### config.mk
export PLATFORM = sky130hd
export DESIGN_NAME = ssc_ctrl
export DESIGN_NICKNAME = d
export VERILOG_FILES = /design/src/design/ssc_pkg.sv /design/src/design/ssc_ctrl.sv
export VERILOG_INCLUDE_DIRS = /design/src /design/src/design
export SDC_FILE = /design/constraint.sdc
export NUM_CORES = 1
export LEC_CHECK = 0
export ABC_AREA = 1
export BUFFER_PORTS_ARGS = -buffer_cell sky130_fd_sc_hd__clkbuf_2
export CAP_MARGIN = 15
export CORE_UTILIZATION = 28
export CTS_CLUSTER_SIZE = 28
export DETAILED_ROUTE_END_ITERATION = 8
export REMOVE_ABC_BUFFERS = 1
export SLEW_MARGIN = 15
export SYNTH_ARGS = -nofsm -noshare
export SYNTH_HDL_FRONTEND = slang
export SYNTH_SLANG_ARGS = --single-unit
### constraint.sdc
create_clock -name clk -period 1.5 [get_ports clk]
set_input_delay 0.3 -clock clk [delete_from_list [all_inputs] [get_ports clk]]
set_output_delay 0.3 -clock clk [all_outputs]
set_load 0.02 [all_outputs]
### src/design/stable_merge_sorter_core_defines.svh
// assertion macros shared by the merge sorter rtl
// no dependencies; expects clk and rst_n in the including scope
`ifndef STABLE_MERGE_SORTER_CORE_DEFINES_SVH
`define STABLE_MERGE_SORTER_CORE_DEFINES_SVH

// same-cycle implication
`define SSC_ASSERT_NOW(lbl, ante, cons, msg) \
  lbl: assert property (@(posedge clk) disable iff (!rst_n) (ante) |-> (cons)) \
    else $error(msg);

// next-cycle implication
`define SSC_ASSERT_NEXT(lbl, ante, cons, msg) \
  lbl: assert property (@(posedge clk) disable iff (!rst_n) (ante) |=> (cons)) \
    else $error(msg);

`endif

### src/design/ssc_pkg.sv
// shared constants and types for the merge sorter core
// no dependencies
package ssc_pkg;

  localparam int MAX_ITEMS = 64;
  localparam int DATA_W    = 32;
  localparam int IO_W      = 32;
  localparam int CNT_W     = $clog2(MAX_ITEMS + 1);

  typedef enum logic {
    ST_LOAD,
    ST_DRAIN
  } ssc_state_t;

  typedef struct packed {
    logic insert;
    logic pop;
  } ssc_cmd_t;

  typedef struct packed {
    logic              valid;
    logic              keep;
    logic [DATA_W-1:0] value;
  } ssc_link_t;

endpackage

### src/design/ssc_ctrl.sv
// frame control: load and drain sequencing, item and result counters
// depends on ssc_pkg and stable_merge_sorter_core_defines.svh
`include "stable_merge_sorter_core_defines.svh"

module ssc_ctrl (
  input  logic              clk,
  input  logic              rst_n,
  input  logic              in_valid,
  input  logic              in_last_item,
  input  logic              out_ready,
  output logic              in_ready,
  output logic              out_valid,
  output logic              out_last_result,
  output logic              out_overflow,
  output ssc_pkg::ssc_cmd_t cmd
);
  import ssc_pkg::*;

  ssc_state_t       state_r, state_nxt;
  logic [CNT_W-1:0] count_r, count_nxt;
  logic [CNT_W-1:0] rem_r, rem_nxt;
  logic             ovf_r, ovf_nxt;
  logic             in_xfer, out_xfer, full;

  assign full     = (count_r == CNT_W'(MAX_ITEMS));
  assign in_xfer  = in_valid && in_ready;
  assign out_xfer = out_valid && out_ready;

  always_comb begin
    state_nxt = state_r;
    unique case (state_r)
      ST_LOAD: begin
        if (in_xfer && in_last_item) begin
          state_nxt = ST_DRAIN;
        end
      end
      ST_DRAIN: begin
        if (out_xfer && rem_r == CNT_W'(1)) begin
          state_nxt = ST_LOAD;
        end
      end
      default: state_nxt = ST_LOAD;
    endcase
  end

  always_comb begin
    in_ready   = 1'b0;
    out_valid  = 1'b0;
    cmd.insert = 1'b0;
    cmd.pop    = 1'b0;
    unique case (state_r)
      ST_LOAD: begin
        in_ready   = 1'b1;
        cmd.insert = in_valid && !full;
      end
      ST_DRAIN: begin
        out_valid = 1'b1;
        cmd.pop   = out_ready;
      end
      default: begin
        in_ready = 1'b0;
      end
    endcase
  end

  assign out_last_result = (rem_r == CNT_W'(1));
  assign out_overflow    = ovf_r;

  always_comb begin
    count_nxt = count_r;
    rem_nxt   = rem_r;
    ovf_nxt   = ovf_r;
    if (in_xfer) begin
      if (!full) begin
        count_nxt = count_r + CNT_W'(1);
      end else begin
        ovf_nxt = 1'b1;
      end
      if (in_last_item) begin
        rem_nxt = full ? count_r : count_r + CNT_W'(1);
      end
    end
    if (out_xfer) begin
      rem_nxt = rem_r - CNT_W'(1);
      if (rem_r == CNT_W'(1)) begin
        count_nxt = '0;
        ovf_nxt   = 1'b0;
      end
    end
  end

  always_ff @(posedge clk) begin
    if (!rst_n) begin
      state_r <= ST_LOAD;
      count_r <= '0;
      rem_r   <= '0;
      ovf_r   <= 1'b0;
    end else begin
      state_r <= state_nxt;
      count_r <= count_nxt;
      rem_r   <= rem_nxt;
      ovf_r   <= ovf_nxt;
    end
  end

  `SSC_ASSERT_NOW(a_count_max, 1'b1, count_r <= CNT_W'(MAX_ITEMS), "item count above capacity")
  `SSC_ASSERT_NOW(a_drain_nonempty, state_r == ST_DRAIN, rem_r != '0, "draining with nothing left")
  `SSC_ASSERT_NOW(a_cmd_excl, cmd.insert, !cmd.pop, "insert and pop in the same cycle")
  `SSC_ASSERT_NEXT(a_frame_done, out_xfer && rem_r == CNT_W'(1), state_r == ST_LOAD && count_r == '0 && !ovf_r, "frame not closed after final transfer")

endmodule

==> key figures <==
Outcome
  • Status: finished with violations
  • Failing checks: setup timing

Synthesis
  • Primary FF master, synth: dfxtp_1
  • Mux cell area share after synthesis: 0%
  • Post-synthesis adder-cell area fraction: under 10%
  • EDFF count, synth: 0
  • Seq cells post-synth: 16
  • Area contributors post-synth: dfxtp_1 (31%), nand2_1 (15%), nand3_1 (12%)
  • Synth top area share: 31.45%
  • Async SR Flop Fraction: 0%
  • Synth Instances: 159
  • Dominant cell type by area after synthesis: dfxtp_1
  • Synth unique cells: 23
  • Synth Area per Inst: between 6 and 7 sq um
  • Post-synthesis compound-gate area fraction: approximately 7.1%
  • Count leader, synth: nand2_1
  • Yosys warns: 0
  • Top cells by count, synth: nand2_1 (40), nand3_1 (24), nor2_1 (21)
  • Register area share after synthesis: a little under a third
  • Post-Synth Simple-Gate Area: a little under half
  • Largest family of logic cells by synthesized area: simple AND/OR/NAND/NOR gates
  • Post-Synth XOR/XNOR Area: 0.8600%
  • Synth Cell Area: around 0.0010 sq mm

Clocking
  • Deepest clock path buffer count: 2
  • Clk pin slew, worst setup/hold paths: 0.10 ns
  • Worst skew pair latency: about 0.29 ns
  • CTS tree: done
  • Root Driver: clkbuf_4
  • Clock Sinks: 16
  • Hold buffer count at CTS: 0
  • CTS Buf Count: 3
  • CTS H-tree lvls: 1

Finish
  • Final nets: roughly 190
  • Layout area overhead: 27.40%
  • Post-layout util: between 30% and 40%
  • Antenna Cells: 0
  • Final instance area: between 0.001 and 0.0015 sq mm
  • Filler cells: between 300 and 400
  • Share of layout cells above drive strength 1: approximately a third

Timing
  • Final hold slack: roughly 0.32 ns
  • Post-layout minimum cycle time: 1.565 ns
  • Measured slew at the worst slew-check pin: 0.2590 ns
  • Final hold violations: 0
  • Max Clock Skew: about 0.0087 ns
  • RSZ-0062 raised after global routing: true
  • Crit share post-route: 104.3%
  • Final setup violation count: 1
  • Final worst setup slack: -0.06461 ns
  • Max Freq: about 640 MHz
  • Slew Limit Headroom: between 80% and 90%
  • Final Max Tran Viols: 0

Detailed routing
  • TritonRoute pass-1 iters: 4
  • ANT nets after route: 0
  • WL/cell: 10.79 um
  • Avg Vias per Cell: approximately 4.7
  • Post-detailed-routing wire length: around 2400 um
  • Residual DRC: 0
  • DR iter-0 viols: 45
  • Via count: ~1,000

Floorplan
  • Io pins: 11
  • Die height: roughly 62 um
  • Core footprint: around 0.0034 sq mm
  • Initial Util: between 20% and 30%
  • DIE WIDTH: 62.31 um
  • Die footprint: 0.003883 sq mm
  • FP Rows: 21

Min path
  • Hold Path Depth: 3
  • Hold worst-path end: rem_r[5]
  • Type of the most critical hold path: input pin to register
  • Worst Min Path Start: rst_n

Critical path
  • CP Data Required Time: 1.20 ns
  • FF-to-FF setup slack: about 0.17 ns
  • CP Max Fanout: 2
  • Worst Setup SP: count_r[0]
  • Worst EP arrival: 1.26 ns
  • R2R Path End: count_r[6]
  • Setup CP Type: register to output pin
  • Setup crit start kind: register
  • Worst setup EP type: output pin
  • R2r startpoint: count_r[1]
  • Worst R2R Path Depth: 9

Place
  • GPL Wtd Cong: about 0.8
  • Hpwl dp: between 1500 and 2000 um
  • Area after DPL: 0.001129 sq mm
  • # port buffers: 10

Power and ir drop
  • Switching component of the power: around 0.4 mW
  • PwrDens: 855.5 mW/mm^2
  • Leakage power: 0.5918 nW
  • Clock network fraction of total power: a little over a fifth
  • Sequential power share: 45.9%
  • Power Total: roughly 1.1 mW
  • Sw Share: a little over a third
  • IR Drop Worst-Case VDD: just under 0.4 mV
  • Logic pwr share: between 30% and 40%
  • Internal Pwr Total: 0.7113 mW

GRT
  • Met2 track demand over resource: 23.35%
  • Largest net degree at the start of global routing: 10
  • Grt peak-use layer: met2
  • Tot GR Track Use: between 10 and 15%
  • Overflow after GRT: 0
  • Vias in the first global route: approximately 970
  • Antenna violations before repair: 0
  • Met1 Usage GRT: 16.72%
  • GR Util met3: 3.860%
  • First-pass GRT wire length: around 4200 um

Job
  • # Max-Cap Violations: 0
stage by stage:
| stage | instances | setup TNS, ns | setup slack, ns |
|---|---|---|---|
| 2_1_floorplan | 157 | 0 | 0.1311 |
| 3_3_place_gp | 215 | 0 | 0.1034 |
| 3_5_place_dp | 215 | 0 | 0.07828 |
| 4_1_cts | 226 | -0.1569 | -0.06111 |
| 5_1_grt | 224 | -0.1612 | -0.1257 |
| 6_report | 224 | -0.06461 | -0.06461 |
layout by cell type, fill, tap and decap left out, types with 2 or more instances in the layout:
master and n:
dfxtp_1 10, nor2_2 5, buf_4 7, a21oi_1 3, ha_4 2, a21oi_2 2
o21ai_0 3, nand2_2 9, nand3_2 3, nor2_1 18, dfxtp_2 6, nand3_1 21
o21ai_1 3, nand2_4 4, nand2_1 34, nand4_1 4, clkbuf_2 8, clkbuf_4 3
inv_2 7, ha_1 2, inv_1 15
metal layers:
metal,share of wire [%],up-vias
met5,0,-
met4,1.8,0
met3,4.1,4
met2,47,21
met1,47,476
li1,-,542
worst max-delay path, stage by stage (launching register included):
cell	delay [ns]
dfxtp_2	0.33
inv_2	0.07
ha_4	0.13
nand2_2	0.04
inv_2	0.06
nand3_2	0.09
nand2_2	0.09
inv_2	0.05
buf_8	0.12
state kept, by name (all words and copies together) (netlist names):
name	flops
count_r	7
rem_r	7
out_overflow	1
state_r	1
power by group through the flow:
stage	Clock (mW)	Combinational (mW)	Sequential [mW]
floorplan	0	0.212	0.508
global placement	0	0.288	0.514
detailed placement	0	0.286	0.513
CTS	0.249	0.342	0.507
global route	0.266	0.420	0.515
finish	0.234	0.367	0.509
layout make-up:
cell class                      instances  area (sq um)  share of cell area [%]
Sequential cell                        16         327.8                   25.27
Inverter                               23         91.34                   7.040
Multi-Input combinational cell        118         665.6                   51.30
Clock buffer                            3         22.52                   1.736
Tap cell                               46         57.56                   4.436
Timing Repair Buffer                   18         132.6                   10.22
repair_timing:
item / in CTS / in global routing
endpoints found under the setup margin: 3 / 6
pin swaps: 1 / 3
buffers inserted: 8 / 0
gates resized for setup: 23 / 13
cell families after synthesis:
logic type	Yosys count
AO/OA/AOI/OAI	13
XOR/XNOR	1
adder cells (fa/ha/maj)	4
buffers and inverters	25
flip-flops	16
AND/OR/NAND/NOR	100
worst max path at each step:
stage,depth (start not counted),end
2_1_floorplan,7,cmd[1]
3_3_place_gp,8,cmd[1]
3_5_place_dp,8,cmd[1]
4_1_cts,8,cmd[1]
5_1_grt,8,cmd[1]
6_report,8,cmd[1]
Note: power is estimated with default switching activity, not from simulation.
