$ cat src/design/stable_merge_sorter_core_defines.svh
// assertion macros shared by the merge sorter rtl
// no dependencies; expects clk and rst_n in the including scope
`ifndef STABLE_MERGE_SORTER_CORE_DEFINES_SVH
`define STABLE_MERGE_SORTER_CORE_DEFINES_SVH

// same-cycle implication
`define SSC_ASSERT_NOW(lbl, ante, cons, msg) \
  lbl: assert property (@(posedge clk) disable iff (!rst_n) (ante) |-> (cons)) \
    else $error(msg);

// next-cycle implication
`define SSC_ASSERT_NEXT(lbl, ante, cons, msg) \
  lbl: assert property (@(posedge clk) disable iff (!rst_n) (ante) |=> (cons)) \
    else $error(msg);

`endif

$ cat src/design/ssc_pkg.sv
// shared constants and types for the merge sorter core
// no dependencies
package ssc_pkg;

  localparam int MAX_ITEMS = 64;
  localparam int DATA_W    = 32;
  localparam int IO_W      = 32;
  localparam int CNT_W     = $clog2(MAX_ITEMS + 1);

  typedef enum logic {
    ST_LOAD,
    ST_DRAIN
  } ssc_state_t;

  typedef struct packed {
    logic insert;
    logic pop;
  } ssc_cmd_t;

  typedef struct packed {
    logic              valid;
    logic              keep;
    logic [DATA_W-1:0] value;
  } ssc_link_t;

endpackage

$ cat src/design/ssc_cell.sv
// one sorting cell: holds one element, inserts in order, shifts down on pop
// depends on ssc_pkg
module ssc_cell (
  input  logic                      clk,
  input  logic                      rst_n,
  input  ssc_pkg::ssc_cmd_t         cmd,
  input  logic [ssc_pkg::DATA_W-1:0] new_value,
  input  ssc_pkg::ssc_link_t        prev_link,
  input  ssc_pkg::ssc_link_t        next_link,
  output ssc_pkg::ssc_link_t        link
);
  import ssc_pkg::*;

  logic              valid_r, valid_nxt;
  logic [DATA_W-1:0] value_r, value_nxt;
  logic              keep;

  // equal keys stay ahead of the new element
  assign keep = valid_r && ($signed(value_r) <= $signed(new_value));

  always_comb begin
    valid_nxt = valid_r;
    value_nxt = value_r;
    if (cmd.pop) begin
      valid_nxt = next_link.valid;
      value_nxt = next_link.value;
    end else if (cmd.insert && !keep) begin
      if (prev_link.keep) begin
        valid_nxt = 1'b1;
        value_nxt = new_value;
      end else begin
        valid_nxt = prev_link.valid;
        value_nxt = prev_link.value;
      end
    end
  end

  always_ff @(posedge clk) begin
    if (!rst_n) begin
      valid_r <= 1'b0;
    end else begin
      valid_r <= valid_nxt;
    end
  end

  always_ff @(posedge clk) begin
    value_r <= value_nxt;
  end

  assign link.valid = valid_r;
  assign link.keep  = keep;
  assign link.value = value_r;

endmodule

$ cat config.mk
export PLATFORM = sky130hd
export DESIGN_NAME = ssc_cell
export DESIGN_NICKNAME = d
export VERILOG_FILES = /design/src/design/stable_merge_sorter_core_defines.svh /design/src/design/ssc_pkg.sv /design/src/design/ssc_cell.sv
export SDC_FILE = /design/constraint.sdc
export NUM_CORES = 1
export LEC_CHECK = 0
export BUFFER_PORTS_ARGS = -buffer_cell sky130_fd_sc_hd__buf_2
export CORE_AREA = 4 4 84 86
export DETAILED_ROUTE_END_ITERATION = 12
export DIE_AREA = 0 0 88 90
export GPL_TIMING_DRIVEN = 0
export PLACE_DENSITY_LB_ADDON = 0.08
export SETUP_SLACK_MARGIN = 0.15
export SYNTH_ARGS = -nofsm -noshare
export SYNTH_HDL_FRONTEND = slang
export SYNTH_SLANG_ARGS = --single-unit
$ cat constraint.sdc
create_clock -name clk -period 2.7 [get_ports clk]
set_input_delay 0 -clock clk [delete_from_list [all_inputs] [get_ports clk]]
set_output_delay 0 -clock clk [all_outputs]
set_load 0.01 [all_outputs]
==> run_results.csv, run 1 <==
group,metric,value,unit
run_status,outcome,"finished with violations",
run_status,violations,"hold timing",
pwr,ir_drop,0.236,mV
finish,instances_no_fill,525,
clocking,cts_buffers,5,
global_route,grt_pass1_wl,12.2,mm
timing,drv_slew,0,
pwr,finalPower,1.60,mW
clocking,insertion_delay,0.29,ns
yosys,synth_cell_types,35,
floorplan,die_x,88,um
finish,syn2layout_area_growth,52.3,%
floorplan,core,6280,um2
floorplan,initial_core_util,40.7,%
route,ant_nets,0,
placed_design,numPortBuffers,135,
yosys,ys.flop_type,"edfxtp_1",
timing,holdWs,-0.00114,ns
yosys,synth-edff-count,32,
clocking,h-tree-depth,2,
worst_setup_path,startpoint_type,"flop",
worst_setup_path,worstReg2RegStart,"value_r[27]$_DFFE_PP_",
worst_hold_path,min-delay-start,"next_link[0]",
worst_setup_path,crit_arrival,2.62,ns
timing,fmax,381,MHz
floorplan,die_area,7920,um2
yosys,netlist.area_leader.share,37.6,%
global_route,grt_antenna_before_repair,0,
worst_setup_path,critical-path-max-stage-delay,0.57,ns
timing,fin_crit_sh,97.2,%
global_route,grt_max_degree,17,
worst_setup_path,end_kind,"flop",
pwr,power.density,411,nW/um2
timing,rsz0062_at_grt,"yes",
route,drtIter0Drc,96,
worst_setup_path,critical_path_required,2.69,ns
floorplan,top_level_ports,138,
global_route,overflow,0,
worst_setup_path,regToRegSetupSlack,0.07,ns
yosys,syn_nets,408,
clocking,clk_pin_slew,0.07,ns
route,drc_errors,0,
worst_setup_path,path_cells,"ha_4 > nand4_1 > or4_4 > nor3_4 > a2111o_1 > a41o_4",
placed_design,routabilityCongestion,0.776,
timing,fin_worst_skew,0.00625,ns
finish,final_nets,583,
timing,slew_headroom,47.4,%
yosys,syn_avg_cell_area,9.40,um2
route,drt_wl_total,7.99,mm
yosys,synth_area_leader_cell,"edfxtp_1",
yosys,async_flop_share,0,%
floorplan,fp-row-count,29,
timing,worst_pin_slew,0.789,ns
global_route,grtUsageTotal,19.3,%
placed_design,dp.cells,484,
yosys,yosys_warnings,0,
worst_setup_path,crit_fanout,8,
yosys,yosys-top-cells-area,"edfxtp_1 38%, ha_1 16%, mux2i_1 13%, o21ai_0 7.4%, nand2_1 5.9%",
finish,drive_gt1_share,39.5,%
global_route,grt_pass1_vias,2661,
clocking,cts_tree,"yes",
flow_run,maxCapViolations,0,
yosys,synth-seq-area-share,38.4,%
finish,insertedDiodeCount,0,
worst_setup_path,crit_type,"flop to flop",
yosys,ys_ff_latch,33,
worst_setup_path,regToRegEndpoint,"value_r[1]$_DFFE_PP_",
yosys,netlist_area,2560,um2
timing,min_period,2.63,ns
worst_hold_path,holdCritPathClass,"input pin to flop",
timing,finalHoldViolations,1,
pwr,cellLeakagePower,1.96,nW
worst_hold_path,hold_end,"value_r[0]$_DFFE_PP_",
route,num_vias,2653,
placed_design,dp_hpwl,5.80,mm
finish,fillCellCount,568,
floorplan,fp.dieH,90,um
route,first_pass_iters,4,
clocking,cts.sinks,33,
worst_setup_path,crit_path_top_delay_cell,"or4_4",
clocking,root_buffer,"clkbuf_8",
worst_hold_path,min_path_cells,3,
worst_setup_path,r2r_cells,6,
timing,setup_viol,0,
yosys,postSynthCellCount,272,
route,viasPerCell,5.05,
route,wire_per_inst,15.2,um
clocking,cts_buffer_depth,2,
## metal layers
layer  wire (um)  track usage, %
met1        3330            24.2
met2        3870            32.2
met3         685            5.39
met4         101            5.24
met5           0               0
## stage by stage
step	cell area (um2)	util (%)	setup slack, ns	TNS [ns]
final	3900	62.1	0.0749	0
after CTS	3770	60.0	0.107	0
after detailed placement	3340	53.2	-0.0687	-2.16
after global routing	3900	62.1	-0.00671	-0.0526
after global placement	3340	53.2	-0.0552	-1.71
after floorplan	2570	-	0.159	0
## how the worst max path moves through the flow
stage                          start               endpoint  depth (start not counted)
2_1_floorplan  value_r[30]$_DFFE_PP_   value_r[0]$_DFFE_PP_                          6
3_3_place_gp   value_r[27]$_DFFE_PP_  value_r[13]$_DFFE_PP_                          6
3_5_place_dp   value_r[26]$_DFFE_PP_  value_r[15]$_DFFE_PP_                          6
4_1_cts        value_r[18]$_DFFE_PP_  value_r[24]$_DFFE_PP_                          6
5_1_grt        value_r[19]$_DFFE_PP_  value_r[24]$_DFFE_PP_                          8
6_report       value_r[27]$_DFFE_PP_   value_r[1]$_DFFE_PP_                          6
## report_power, final
part / internal [mW] / switching, mW
Clock: 0.174 / 0.193
Combinational: 0.278 / 0.288
Sequential: 0.634 / 0.0365
Total: 1.09 / 0.517
## layout by cell type (no fill, tap or decap), types with 2 or more instances in the layout
cell type	instances
a21oi_1	14
clkbuf_1	8
nand3_1	3
mux2i_1	32
ha_1	24
ha_4	7
o21ai_0	37
inv_1	36
clkbuf_8	5
edfxtp_1	32
a41o_4	4
buf_2	137
nand2_1	40
nor2_1	3
dlygate4sd3_1	19
nand4_4	2
buf_4	13
nand4_1	6
clkinv_1	2
o21ai_1	2
## cell families (layout without fill, tap and decap cells)
kind of cell,after synthesis,in the layout,synth area share [%]
AO/OA/AOI/OAI,63,66,13.7
adder cells (fa/ha/maj),32,32,15.7
buffers and inverters,49,222,7.58
flip-flops,33,33,38.4
multiplexers,32,32,12.5
AND/OR/NAND/NOR,63,63,12.2
## final cells by class
type                            count  area, um2  share of cell area (%)
Multi-Input combinational cell    193       1600                    40.9
Sequential cell                    33        981                    25.2
Timing Repair Buffer              165        948                    24.3
Inverter                           36        135                    3.47
Tap cell                           77       96.3                    2.47
Clock buffer                        5       68.8                    1.77
Buffer                             13       58.8                    1.51
Clock inverter                      3       12.5                   0.321
## synthesized netlist by cell type (2+ instances only)
cell type	n
buf_4	2
nand2_1	40
nor2_1	3
clkbuf_1	8
o21ai_0	38
nand3_1	4
edfxtp_1	32
mux2i_1	32
a2111oi_0	2
a21oi_1	14
nand4_1	6
ha_1	32
inv_1	36
buf_2	2
## sequential cells by signal (all words and copies together), names as in the netlist
register  cells
value_r      32
valid_r       1
## repair_timing
action	in CTS	in global routing
pin swaps	6	11
hold endpoints to repair	19	0
resized for setup	8	14
buffers inserted	7	4
hold buffers	19	0
cloned	1	2
endpoints found under the setup margin	33	33
## critical path, delay by kind of cell (launching register included)
kind,cells,cell delay [ns]
adder cells (fa/ha/maj),1,0.30
flip-flops,1,0.43
AND/OR/NAND/NOR,3,0.93
AO/OA/AOI/OAI,2,0.65
Note: power is estimated with default switching activity, not from simulation.
==> run 2, diff against run 1 <==
--- a/config.mk
+++ b/config.mk
@@ -5,10 +5,10 @@
 export SDC_FILE = /design/constraint.sdc
 export NUM_CORES = 1
 export LEC_CHECK = 0
-export BUFFER_PORTS_ARGS = -buffer_cell sky130_fd_sc_hd__buf_2
-export CORE_AREA = 4 4 84 86
+export CORE_AREA = 4 4 72 74
 export DETAILED_ROUTE_END_ITERATION = 12
-export DIE_AREA = 0 0 88 90
+export DIE_AREA = 0 0 76 78
+export DONT_BUFFER_PORTS = 1
 export GPL_TIMING_DRIVEN = 0
 export PLACE_DENSITY_LB_ADDON = 0.08
 export SETUP_SLACK_MARGIN = 0.15
==> run_results.csv, run 2 (synthesis gave the netlist of run 1 again) <==
group,metric,value,unit
global_route,grt_pass1_vias,2505,
route,first_pass_iters,4,
timing,drv_slew,0,
route,ant_nets,0,
worst_setup_path,crit_fanout,8,
worst_setup_path,critical-path-max-stage-delay,0.59,ns
pwr,finalPower,1.54,mW
timing,worst_pin_slew,0.765,ns
run_status,outcome,"finished with violations",
clocking,h-tree-depth,2,
pwr,ir_drop,0.290,mV
timing,finalHoldViolations,1,
pwr,power.density,444,nW/um2
placed_design,numPortBuffers,0,
timing,fmax,379,MHz
floorplan,top_level_ports,138,
worst_setup_path,crit_arrival,2.63,ns
finish,fillCellCount,333,
floorplan,initial_core_util,55.6,%
flow_run,maxCapViolations,0,
worst_setup_path,path_cells,"ha_4 > nand4_1 > or4_4 > nor3_4 > a2111o_1 > a41o_4",
worst_setup_path,critical_path_required,2.69,ns
timing,holdWs,-0.00212,ns
global_route,grt_max_degree,14,
timing,rsz0062_at_grt,"yes",
route,drt_wl_total,7.88,mm
worst_hold_path,holdCritPathClass,"input pin to flop",
worst_setup_path,crit_type,"flop to flop",
clocking,cts_tree,"yes",
floorplan,fp.dieH,78,um
finish,insertedDiodeCount,0,
route,drtIter0Drc,118,
timing,min_period,2.64,ns
timing,fin_worst_skew,0.00441,ns
finish,multi_input_area,1560,um2
timing,slew_headroom,49.0,%
clocking,cts_buffer_depth,2,
global_route,grtUsageTotal,26.0,%
finish,syn2layout_area_growth,35.8,%
clocking,insertion_delay,0.29,ns
global_route,grt_pass1_wl,12.3,mm
route,wire_per_inst,19.9,um
finish,drive_gt1_share,8.50,%
worst_setup_path,crit_path_top_delay_cell,"or4_4",
finish,stdcell_area,3470,um2
placed_design,placed_area,2640,um2
floorplan,die_x,76,um
finish,regArea,981,um2
timing,fin_crit_sh,97.8,%
finish,instances_no_fill,395,
finish,layout_commonest_cell,"dlygate4sd3_1",
worst_setup_path,end_kind,"flop",
clocking,root_buffer,"clkbuf_8",
placed_design,dp_hpwl,5.01,mm
placed_design,routabilityCongestion,0.756,
clocking,cts_buffers,5,
worst_setup_path,startpoint_type,"flop",
global_route,overflow,0,
route,viasPerCell,5.96,
finish,final_core_util,75.5,%
run_status,violations,"hold timing",
global_route,grt_antenna_before_repair,0,
floorplan,fp-row-count,25,
finish,top_regs,"value_r: 32 flops, valid_r: 1 flops",
finish,largest_reg_flops,32,
placed_design,dp.cells,326,
clocking,clk_pin_slew,0.07,ns
floorplan,core,4600,um2
floorplan,die_area,5930,um2
pwr,cellLeakagePower,1.54,nW
route,num_vias,2354,
route,drc_errors,0,
finish,regMostFlops,"value_r",
finish,final_nets,476,
timing,setup_viol,0,
clocking,cts.sinks,33,
finish,final_cell_mix,"56 x dlygate4sd3_1, 40 x nand2_1, 37 x o21ai_0",
-- run 2: power breakdown --
group          switching (mW)  internal (mW)  total (mW)
clock network           0.187          0.208       0.395
registers              0.0751          0.636       0.711
logic                   0.216          0.221       0.437
total                   0.478           1.06        1.54
-- run 2: metrics by stage --
stage	setup slack, ns	setup TNS [ns]
floorplan	0.159	0
detailed placement	-0.121	-3.83
global placement	-0.121	-3.83
CTS	0.0266	0
finish	0.0598	0
global route	-0.0570	-1.35
-- run 2: routing by layer --
| metal | wire length (um) | track usage (%) | vias to the layer above | part of all wire [%] |
|---|---|---|---|---|
| met5 | 0 | 0 | - | 0 |
| met1 | 2910 | 29.3 | 1090 | 37 |
| li1 | - | - | 1132 | - |
| met3 | 786 | 9.86 | 15 | 10 |
| met2 | 4030 | 43.7 | 117 | 51 |
| met4 | 150 | 10.9 | 0 | 1.9 |
-- run 2: repair_timing --
item / 4_1_cts / 5_1_grt
pin swaps: 8 / 4
gates resized for setup: 8 / 7
hold endpoints to repair: 33 / 2
buffers inserted: 2 / 0
hold buffers: 52 / 4
gates cloned: 3 / 0
setup endpoints to repair: 33 / 34
-- run 2: path summary, 6_finish.rpt --
path	slack, ns	from	cells after the start	endpoint
min reg2reg	0.81	valid_r$_SDFFE_PN0P_	2	valid_r$_SDFFE_PN0P_
max	0.06	value_r[19]$_DFFE_PP_	6	value_r[1]$_DFFE_PP_
min	-0.002	prev_link[21]	2	value_r[21]$_DFFE_PP_
max reg2reg	0.06	value_r[19]$_DFFE_PP_	6	value_r[1]$_DFFE_PP_
-- run 2: area by class of cell --
cell class	instances	share of cell area (%)
Sequential cell	33	28.3
Timing Repair Buffer	58	16.6
Clock buffer	8	2.59
Multi-Input combinational cell	193	45.0
Tap cell	54	1.95
Inverter	36	3.89
Buffer	13	1.69
-- run 2: worst max-delay path, delay by kind of cell, from the launching register on --
kind | cells | cell delay, ns
compound gates | 2 | 0.62
simple gates | 3 | 0.91
flops | 1 | 0.49
fa+ha+maj | 1 | 0.33
==> run 3, diff against run 2 <==
--- a/config.mk
+++ b/config.mk
@@ -11,7 +11,7 @@
 export DONT_BUFFER_PORTS = 1
 export GPL_TIMING_DRIVEN = 0
 export PLACE_DENSITY_LB_ADDON = 0.08
-export SETUP_SLACK_MARGIN = 0.15
+export SETUP_SLACK_MARGIN = 0.1
 export SYNTH_ARGS = -nofsm -noshare
 export SYNTH_HDL_FRONTEND = slang
 export SYNTH_SLANG_ARGS = --single-unit
==> run_results.csv, run 3 (synthesis gave the netlist of run 1 again) <==
group,metric,value,unit
run_status,outcome,"finished with violations",
run_status,violations,"hold timing",
route,ant_nets,0,
flow_run,maxCapViolations,0,
clocking,cts_tree,"yes",
floorplan,initial_core_util,55.6,%
pwr,power.density,444,nW/um2
route,drc_errors,0,
global_route,grt_pass1_vias,2505,
placed_design,routabilityCongestion,0.756,
timing,fin_worst_skew,0.00381,ns
route,first_pass_iters,4,
clocking,cts_buffers,5,
clocking,cts.sinks,33,
finish,final_cell_mix,"56 x dlygate4sd3_1, 40 x nand2_1, 37 x o21ai_0",
timing,holdWs,-0.00393,ns
global_route,grt_antenna_before_repair,0,
worst_setup_path,crit_type,"flop to flop",
pwr,finalPower,1.54,mW
finish,largest_reg_flops,32,
timing,timing.setup.tns,0,ns
global_route,grtUsageTotal,26.0,%
clocking,insertion_delay,0.29,ns
route,drt_wl_total,7.87,mm
finish,regMostFlops,"value_r",
worst_setup_path,crit_arrival,2.63,ns
worst_hold_path,holdCritPathClass,"input pin to flop",
finish,final_core_util,75.5,%
timing,worst_pin_slew,0.759,ns
finish,final_nets,476,
worst_setup_path,critical_path_required,2.69,ns
clocking,h-tree-depth,2,
global_route,overflow,0,
timing,fin_crit_sh,97.8,%
route,wire_per_inst,19.9,um
placed_design,numPortBuffers,0,
global_route,grt_pass1_wl,12.3,mm
finish,top_regs,"value_r: 32 flops, valid_r: 1 flops",
timing,slew_headroom,49.4,%
pwr,ir_drop,0.290,mV
route,viasPerCell,5.98,
timing,finalHoldViolations,1,
clocking,clk_pin_slew,0.07,ns
floorplan,die_area,5930,um2
floorplan,fp-row-count,25,
floorplan,top_level_ports,138,
global_route,grt_max_degree,14,
timing,min_period,2.64,ns
worst_setup_path,end_kind,"flop",
timing,setup_viol,0,
clocking,cts_buffer_depth,2,
finish,layout_commonest_cell,"dlygate4sd3_1",
route,num_vias,2361,
worst_setup_path,startpoint_type,"flop",
finish,syn2layout_area_growth,35.8,%
finish,drive_gt1_share,8.50,%
pwr,cellLeakagePower,1.54,nW
floorplan,die_x,76,um
worst_hold_path,min_path_cells,2,
timing,drv_slew,0,
timing,rsz0062_at_grt,"yes",
timing,fmax,379,MHz
route,drtIter0Drc,124,
finish,insertedDiodeCount,0,
floorplan,fp.dieH,78,um
worst_setup_path,r2r_cells,6,
clocking,root_buffer,"clkbuf_8",
worst_setup_path,crit_fanout,8,
placed_design,dp_hpwl,5.01,mm
floorplan,core,4600,um2
-- run 3: cell counts in the layout (fill, tap and decap cells not counted) --
No cell type changed its count.
-- run 3: timing repair --
| action | in CTS | in global routing |
|---|---|---|
| gates cloned | 3 | 0 |
| hold buffers | 52 | 4 |
| hold endpoints to repair | 33 | 2 |
| pin swaps | 8 | 4 |
| buffers inserted | 2 | 0 |
| setup endpoints to repair | 33 | 34 |
| resized for setup | 8 | 7 |
-- run 3: where the power goes --
part           switching (mW)  total [mW]  internal [mW]
registers              0.0750       0.711          0.636
clock network           0.187       0.395          0.208
logic                   0.216       0.437          0.221
-- run 3: worst paths after layout --
check	from	to	slack (ns)
max	value_r[19]$_DFFE_PP_	value_r[1]$_DFFE_PP_	0.06
min	prev_link[21]	value_r[21]$_DFFE_PP_	-0.004
max reg2reg	value_r[19]$_DFFE_PP_	value_r[1]$_DFFE_PP_	0.06
min reg2reg	valid_r$_SDFFE_PN0P_	valid_r$_SDFFE_PN0P_	0.81
-- run 3: critical path: stages, from the launching register on --
cell	delay (ns)
edfxtp_1	0.49
ha_4	0.33
nand4_1	0.14
or4_4	0.59
nor3_4	0.18
a2111o_1	0.28
a41o_4	0.34
-- run 3: metrics by stage --
stage	setup slack, ns	cells	area [um2]
detailed placement	-0.121	326	2640
global placement	-0.121	326	2640
global route	-0.0570	395	3470
floorplan	0.159	272	2570
finish	0.0599	395	3470
CTS	0.0266	391	3360
-- run 3: cell type report --
| class | count | area (um2) |
|---|---|---|
| buffer | 13 | 58.8 |
| tap | 54 | 67.6 |
| inverter | 36 | 135 |
| sequential | 33 | 981 |
| clock buffer | 8 | 90.1 |
| multi-input combinational | 193 | 1560 |
| fill | 333 | 1130 |
| timing repair buffer | 58 | 576 |
-- run 3: routing by layer --
| metal | vias up | wire length, um | GRT usage, % | part of all wire (%) |
|---|---|---|---|---|
| met2 | 114 | 4040 | 43.7 | 51 |
| met4 | 0 | 150 | 10.9 | 1.9 |
| met3 | 15 | 820 | 9.86 | 10 |
| met5 | - | 0 | 0 | 0 |
| li1 | 1131 | - | - | - |
| met1 | 1101 | 2860 | 29.3 | 36 |
